$ cat src/rtl/cfd_pkg.sv
`default_nettype none
// ----------------------------------------------------------------------------
// cfd_pkg: shared definitions of the complex FIR decimator
// Sizes, command codes and the control group between the sequencer and the
// multiply-accumulate unit.
// ----------------------------------------------------------------------------
package cfd_pkg;

    localparam int MAX_FACTOR     = 127;
    localparam int HIST_DEPTH     = 1024;
    localparam int DELAY_PER_SIDE = 4;

    localparam int FACTOR_W  = 7;
    localparam int CMD_W     = 1;
    localparam int TAP_IDX_W = 10;
    localparam int TAP_W     = 18;
    localparam int SMP_W     = 16;
    localparam int WORD_W    = 2 * SMP_W;
    localparam int FRAC_BITS = 17;

    localparam int HIST_AW   = $clog2(HIST_DEPTH);
    localparam int FILL_W    = $clog2(HIST_DEPTH + 1);
    localparam int DEPTH_MAX = (HIST_DEPTH - 1) / (2 * DELAY_PER_SIDE);
    localparam int FACT_LIM0 = (MAX_FACTOR < DEPTH_MAX) ? MAX_FACTOR : DEPTH_MAX;
    localparam int FACT_LIM  = (FACT_LIM0 < 1) ? 1 : FACT_LIM0;
    localparam int LEN_MAX   = 2 * DELAY_PER_SIDE * FACT_LIM + 1;
    localparam int LEN_W     = $clog2(LEN_MAX + 1);

    localparam int PROD_W     = TAP_W + SMP_W;
    localparam int ACC_W      = PROD_W + $clog2(LEN_MAX + 1);
    localparam int ROUND_HALF = 1 << (FRAC_BITS - 1);
    localparam int SMP_MAX    = (1 << (SMP_W - 1)) - 1;
    localparam int SMP_MIN    = -(1 << (SMP_W - 1));

    localparam logic [CMD_W-1:0] CMD_PUSH = 1'b0;
    localparam logic [CMD_W-1:0] CMD_TAP  = 1'b1;

    typedef struct packed {
        logic vld;
        logic first;
        logic live;
    } t_mac_ctl;

    typedef enum logic [3:0] {
        S_IDLE  = 4'b0001,
        S_MAC   = 4'b0010,
        S_DRAIN = 4'b0100,
        S_OUT   = 4'b1000
    } t_state;

    function automatic logic [FACTOR_W-1:0] eff_factor(input logic [FACTOR_W-1:0] f);
        logic [FACTOR_W-1:0] m;
        m = f;
        if (m == '0) begin
            m = FACTOR_W'(1);
        end else if (m > FACTOR_W'(FACT_LIM)) begin
            m = FACTOR_W'(FACT_LIM);
        end
        return m;
    endfunction

endpackage
`default_nettype wire

$ cat src/rtl/cfd_mac.sv
`default_nettype none
// ----------------------------------------------------------------------------
// cfd_mac: shared complex-by-real multiply-accumulate unit
// Two-stage pipeline of product and sum, with rounding and saturation of the
// accumulated value.
// ----------------------------------------------------------------------------
module cfd_mac (
    input  wire logic                          i_clk,
    input  wire logic                          i_rst_n,
    input  wire cfd_pkg::t_mac_ctl             i_ctl,
    input  wire logic [cfd_pkg::TAP_W-1:0]     i_tap,
    input  wire logic [cfd_pkg::WORD_W-1:0]    i_word,
    output logic      [cfd_pkg::SMP_W-1:0]     o_res_re,
    output logic      [cfd_pkg::SMP_W-1:0]     o_res_im
);
    import cfd_pkg::*;

    logic signed [SMP_W-1:0]  w_re;
    logic signed [SMP_W-1:0]  w_im;
    logic signed [PROD_W-1:0] w_prod_re;
    logic signed [PROD_W-1:0] w_prod_im;
    logic signed [PROD_W-1:0] r_prod_re;
    logic signed [PROD_W-1:0] r_prod_im;
    t_mac_ctl                 r_p_ctl;
    logic signed [ACC_W-1:0]  r_acc_re;
    logic signed [ACC_W-1:0]  r_acc_im;
    logic signed [ACC_W-1:0]  w_base_re;
    logic signed [ACC_W-1:0]  w_base_im;

    // Entries older than anything written since reset read as zero.
    assign w_re = i_ctl.live ? $signed(i_word[WORD_W-1:SMP_W]) : '0;
    assign w_im = i_ctl.live ? $signed(i_word[SMP_W-1:0])      : '0;

    assign w_prod_re = $signed(i_tap) * w_re;
    assign w_prod_im = $signed(i_tap) * w_im;

    always_ff @(posedge i_clk) begin
        if (!i_rst_n) begin
            r_p_ctl <= '0;
        end else begin
            r_p_ctl <= i_ctl;
        end
    end

    always_ff @(posedge i_clk) begin
        r_prod_re <= w_prod_re;
        r_prod_im <= w_prod_im;
    end

    assign w_base_re = r_p_ctl.first ? '0 : r_acc_re;
    assign w_base_im = r_p_ctl.first ? '0 : r_acc_im;

    always_ff @(posedge i_clk) begin
        if (r_p_ctl.vld) begin
            r_acc_re <= w_base_re + ACC_W'(r_prod_re);
            r_acc_im <= w_base_im + ACC_W'(r_prod_im);
        end
    end

    function automatic logic [SMP_W-1:0] round_sat(input logic signed [ACC_W-1:0] acc);
        logic signed [ACC_W:0] sum;
        logic signed [ACC_W:0] q;
        logic [SMP_W-1:0]      res;
        sum = (ACC_W+1)'(acc) + (ACC_W+1)'(ROUND_HALF);
        q   = sum >>> FRAC_BITS;
        if (q > (ACC_W+1)'(SMP_MAX)) begin
            res = SMP_W'(SMP_MAX);
        end else if (q < (ACC_W+1)'(SMP_MIN)) begin
            res = SMP_W'(SMP_MIN);
        end else begin
            res = SMP_W'(q);
        end
        return res;
    endfunction

    assign o_res_re = round_sat(r_acc_re);
    assign o_res_im = round_sat(r_acc_im);

endmodule
`default_nettype wire

$ cat config.mk
export PLATFORM = sky130hd
export DESIGN_NAME = cfd_mac
export DESIGN_NICKNAME = d
export VERILOG_FILES = /design/src/rtl/cfd_pkg.sv /design/src/rtl/cfd_mac.sv
export SDC_FILE = /design/constraint.sdc
export NUM_CORES = 2
export LEC_CHECK = 0
export BUFFER_PORTS_ARGS = -buffer_cell sky130_fd_sc_hd__buf_2
export CORE_MARGIN = 5
export CORE_UTILIZATION = 30
export CTS_BUF_LIST = sky130_fd_sc_hd__clkbuf_8
export CTS_CLUSTER_SIZE = 12
export DETAILED_ROUTE_END_ITERATION = 8
export GPL_ROUTABILITY_DRIVEN = 0
export MAX_ROUTING_LAYER = met4
export PLACE_DENSITY = 0.45
export SLEW_MARGIN = 40
export SYNTH_ARGS = -nofsm -noshare
export SYNTH_HDL_FRONTEND = slang
export SYNTH_SLANG_ARGS = --single-unit
$ cat constraint.sdc
create_clock -name i_clk -period 8.2 [get_ports i_clk]
set_clock_uncertainty 0.2 [all_clocks]
set_input_delay 0.41 -clock i_clk [delete_from_list [all_inputs] [get_ports i_clk]]
set_output_delay 0.41 -clock i_clk [all_outputs]
set_load 0.01 [all_outputs]
Yosys cells after proc, flatten, opt, wreduce, memory -nomap -nowiden
Cells that the tools add are included.
{ "op_classes": {"mul": 2, "muxes": 8, "addsub": 4, "magnitude_cmp": 4} }
{ "ops": {"columns": ["operator", "count"], "rows": [
  ["16-bit two-way mux", 6],
  ["44-bit by 18-bit adder with 45-bit output (second input constant)", 2],
  ["44-bit by 34-bit adder with 44-bit output", 2],
  ["44-bit two-way mux", 2],
  ["18-bit by 16-bit multiplier with 34-bit output", 2],
  ["28-bit by 16-bit > comparator with 1-bit output (second input constant)", 2],
  ["28-bit by 16-bit less-than comparator with 1-bit output (second input constant)", 2]
]} }
{ "totals": {"regBits": 158, "in_bits": 55, "output_inout_bits": 32, "elab_cells": 24} }

Depth between registers and ports, before layout
{ "depth": {"ltp_word": 4, "depth_mapped": 27, "depth_no_buf": 25} }

Least setup slack after synthesis
Ideal clock, no wire load.
{ "synth_path": {"path_kind": "input -> register", "from": "in i_ctl[0] (netlist name)", "to": "reg r_prod_im[32]", "path_stages": 25, "t_arrival_ps": 6591, "required_ps": 7877, "path_slack_ps": 1286, "cell_sequence": "clkbuf_1 > clkbuf_1 > and2_1 > clkbuf_1 > nand2_1 > fa_1 > fa_1 > fa_1 > inv_1 > fa_1 > fa_1 > inv_1 > fa_1 > inv_1 > ha_1 > a21o_1 > a21o_1 > a21o_1 > a21o_1 > a21oi_1 > a31oi_1 > a31o_2 > a221oi_1 > o21ai_1 > xor2_1"} }
{ "synth_between": {"elab_chain_cells": 2} }
{ "synth_rtl": {"columns": ["element", "line_no", "source"], "rows": [
  ["start, declared", "cfd_mac.sv:10", "input wire cfd_pkg::t_mac_ctl i_ctl,"],
  ["16-bit two-way mux", "cfd_mac.sv:32", "assign w_im = i_ctl.live ? $signed(i_word[SMP_W-1:0]) : '0;"],
  ["18-bit by 16-bit multiplier with 34-bit output", "cfd_mac.sv:35", "assign w_prod_im = $signed(i_tap) * w_im;"],
  ["named net w_prod_im[32]", "cfd_mac.sv:21", "logic signed [PROD_W-1:0] w_prod_im;"],
  ["end signal, assigned", "cfd_mac.sv:47", "r_prod_im <= w_prod_im;"],
  ["end, declared", "cfd_mac.sv:23", "logic signed [PROD_W-1:0] r_prod_im;"]
]} }
The timed path passes the listed nets, and every way through them passes these cells.
A chain may end at the register's enable or synchronous reset.

Worst setup path in the final report
{ "layout_path": {"from": "in i_ctl[0] (netlist name)", "to": "reg r_prod_re[33]"} }
{ "layout_between": {"elab_chain_cells": 2} }
{ "layout_rtl": {"columns": ["element", "line_no", "source"], "rows": [
  ["16-bit two-way mux", "cfd_mac.sv:31", "assign w_re = i_ctl.live ? $signed(i_word[WORD_W-1:SMP_W]) : '0;"],
  ["18-bit by 16-bit multiplier with 34-bit output", "cfd_mac.sv:34", "assign w_prod_re = $signed(i_tap) * w_re;"],
  ["named net w_prod_re[33]", "cfd_mac.sv:20", "logic signed [PROD_W-1:0] w_prod_re;"],
  ["end signal, assigned", "cfd_mac.sv:46", "r_prod_re <= w_prod_re;"],
  ["end, declared", "cfd_mac.sv:22", "logic signed [PROD_W-1:0] r_prod_re;"]
]} }
The timed path passes the listed nets, and every way through them passes these cells.

==> metrics.yaml <==
outcome: "finished clean"
r2r_end: "r_acc_im[43]$_DFFE_PP_"
vias_per_cell: 4.792
nNetsFinal: 4484
drv_cap: 0
portBuffers: 86
min_period_over_period: 0.8632
core_region_area_sq_um: 107200
top_level_ports: 87
ir_worst_vdd_v: 0.0002630
track_usage: 0.1550
cp.arrival_ps: 7300
worst_pin_slew_ps: 776.5
design.die.area_sq_um: 114600
power.density_nw_per_um2: 359.1
fin_crit_ps: 7078
fin_ws_ps: 1122
start_kind: "input port"
tritoncts: "yes"
layout-drive-gt1-share: 0.06056
p_leak_uw: 0.01752
max_freq_mhz: 141.3
area_growth_pct: 7.749
wirelength_um: 84280
async_reset_ff_frac: 0
cp-startpoint: "i_ctl[0]"
cts_htree_levels: 4
clock-sinks: 158
worstPathRequired_ps: 8430
avgSynthCellArea_sq_um: 9.045
grt_max_degree: 73
wl_per_cell_um: 16.81
ff2ff_setup_slack_ps: 3660
placed_area_sq_um: 34370
dp_worst_setup_slack_ps: 625.1
crit_family: "adder cells"
rsz0062_at_grt: "false"
crit_chain: "buf_6 -> and2_1 -> buf_4 -> nand2_1 -> fa_1 -> inv_1 -> fa_1 -> fa_1 -> fa_1 -> fa_1 -> inv_1 -> fa_1 -> inv_1 -> ha_1 -> nand2_1 -> a21oi_1 -> nand2_1 -> o21ai_1 -> nand4_1 -> o21ai_1 -> a41oi_1 -> a21oi_1 -> a221oi_1 -> xnor2_1"
synth-edff-count: 88
finalPower_uw: 12530
fin_area_sq_um: 34900
crit_path_end: "r_prod_re[33]$_DFF_P_"
ant_nets: 0
gr-total-overflow: 0
cp_slowest_cell: "fa_1"
synth_seq_cells: 158
antenna_found_initial: 15
drt_iter0_drc: 1228
vias: 24023
ys_types: 84
cpMostUsedCell: "fa_1"
r2r-start: "r_p_ctl[1]$_SDFF_PN0_"
slowest_delay_ps: 590
dieWidth_um: 338.6
slew_headroom: 0.4823
fin_util: 0.3256
dpl.hpwl_um: 67860
cts_buffers: 17
ys.flop_type: "edfxtp_1"
synth_area_sq_um: 32390
crit_cells: 24
slew_violations: 0
seq_area_frac_synth: 0.1248
finalSetupTns_ps: 0
synth_nets: 4478
grt_pass1_wl_um: 139200
syn_inst: 3581
hold_viol: 0
clk_pin_slew_ps: 90
grt_pass1_vias: 25166
ys.warnings.count: 0
drc: 0
start_util: 0.3021
worstSkewPairLatency_ps: 540
cp-end-kind: "flop"
critPathMaxFanout: 72
critPathKind: "in -> reg"
reg2reg_depth: 12
clockRootBuffer: "clkbuf_8"
ctsLongestPathBuffers: 2
die_h_um: 338.6
worst-path-buf-inv: 5
hold_class: "in -> reg"
rows: 120
firstDrtPassIters: 7
finalSetupViolations: 0
worst min path at each step:
| stage | startpoint | end | slack (ps) | cells after the start |
|---|---|---|---|---|
| final | i_word[0] | r_prod_im[0]$_DFF_P_ | 150 | 2 |
| after global routing | i_word[0] | r_prod_im[0]$_DFF_P_ | 100 | 2 |
| after CTS | i_word[0] | r_prod_im[0]$_DFF_P_ | 80 | 2 |
| after detailed placement | r_prod_im[0]$_DFF_P_ | r_acc_im[0]$_DFFE_PP_ | 330 | 1 |
| after global placement | r_prod_re[0]$_DFF_P_ | r_acc_re[0]$_DFFE_PP_ | 320 | 1 |
| after floorplan | r_prod_im[0]$_DFF_P_ | r_acc_im[0]$_DFFE_PP_ | 310 | 1 |
layout by cell type, fill, tap and decap left out, types with 11 or more instances in the layout:
cell type / synthesis / layout
and2_1: 27 / 27
nor2b_1: 100 / 100
or2_2: 11 / 11
o21bai_1: 25 / 25
ha_1: 260 / 260
edfxtp_1: 88 / 88
nor3_1: 18 / 18
a21oi_1: 149 / 149
a21o_1: 74 / 74
a211oi_1: 12 / 12
nand2_1: 326 / 326
o21ai_0: 59 / 59
fa_1: 582 / 582
nand2b_1: 26 / 26
buf_2: 3 / 85
o21ai_1: 23 / 23
inv_1: 719 / 721
nand4_1: 17 / 17
xnor2_1: 126 / 126
clkbuf_8: 0 / 18
o21a_1: 20 / 20
nor2_1: 119 / 119
dfxtp_1: 70 / 68
a31oi_1: 14 / 14
buf_4: 1 / 52
and3_1: 298 / 298
xor2_1: 57 / 57
nand3_1: 74 / 74
layer usage:
| layer | vias to the layer above | part of all wire | global-route usage |
|---|---|---|---|
| met2 | 369 | 0.44 | 0.2343 |
| met1 | 12194 | 0.51 | 0.2266 |
| li1 | 11423 | - | - |
| met3 | 37 | 0.037 | 0.02090 |
| met4 | 0 | 0.0090 | 0.02378 |
| met5 | - | 0 | - |
power by group:
group | switching [uW] | leakage [uW] | total [uW] | internal (uW)
clock | 345 | 0.000224 | 685 | 340
combinational | 5630 | 0.0159 | 10000 | 4390
sequential | 313 | 0.00142 | 1840 | 1520
layout make-up:
cell class	instances	area [sq um]
diodes	10	25.02
clock inverters	14	187.7
clock buffers	18	247.7
flip-flops and latches	158	4051
well taps	1403	1755
repair buffers	143	887.1
fillers	11512	72300
multi-input cells	2548	25050
inverters	719	2699
cells in the mapped netlist, drive strengths merged, types with 4 or more instances:
master,number,share of area
inv,719,0.083
fa,582,0.36
nand2,327,0.038
and3,298,0.058
ha,260,0.10
clkbuf,150,0.017
a21oi,149,0.023
xnor2,126,0.034
nor2,120,0.014
nor2b,100,0.019
o21ai,94,0.016
edfxtp,88,0.082
nand3,75,0.012
a21o,74,0.017
dfxtp,70,0.043
xor2,57,0.015
and2,31,0.0061
nand2b,26,0.0050
o21bai,25,0.0058
nor3,21,0.0037
nand4,20,0.0044
o21a,20,0.0046
a31oi,15,0.0031
a211oi,14,0.0036
or2,12,0.0023
o31ai,11,0.0031
or3,8,0.0015
o211ai,7,0.0016
a221oi,6,0.0016
buf,6,0.0014
and4,5,0.0014
o2111ai,5,0.0014
o31a,5,0.0014
a211o,4,0.0011
kinds of logic (layout without fill, tap and decap cells):
group                    count (synthesis)  after routing  synth area share
AND/OR/NAND/NOR                       1054           1054            0.1681
buffers and inverters                  875            894            0.1021
adder cells (fa/ha/maj)                842            842            0.4601
AO/OA/AOI/OAI                          469            469           0.09533
XOR/XNOR                               183            183           0.04948
flip-flops                             158            158            0.1248
other                                    0             10                 0
registers in the layout, summed over array words and instances, names as in the netlist:
signal and cells:
r_prod_re 34, r_acc_im 44, r_p_ctl 2, r_acc_re 44
r_prod_im 34
stage by stage:
stage	instances	hold WS (ps)
3_5_place_dp	4966	326.0
3_3_place_gp	4966	321.2
5_1_grt	5012	103.4
2_1_floorplan	3581	308.3
6_report	5013	150.4
4_1_cts	5002	78.40
timing repair:
item | 4_1_cts | 5_1_grt
hold buffers | 4 | 0
endpoints found under the hold margin | 2 | 0
resized for setup | 0 | 0
setup buffers | 0 | 0
No activity file was read; power rests on OpenSTA's default activity.
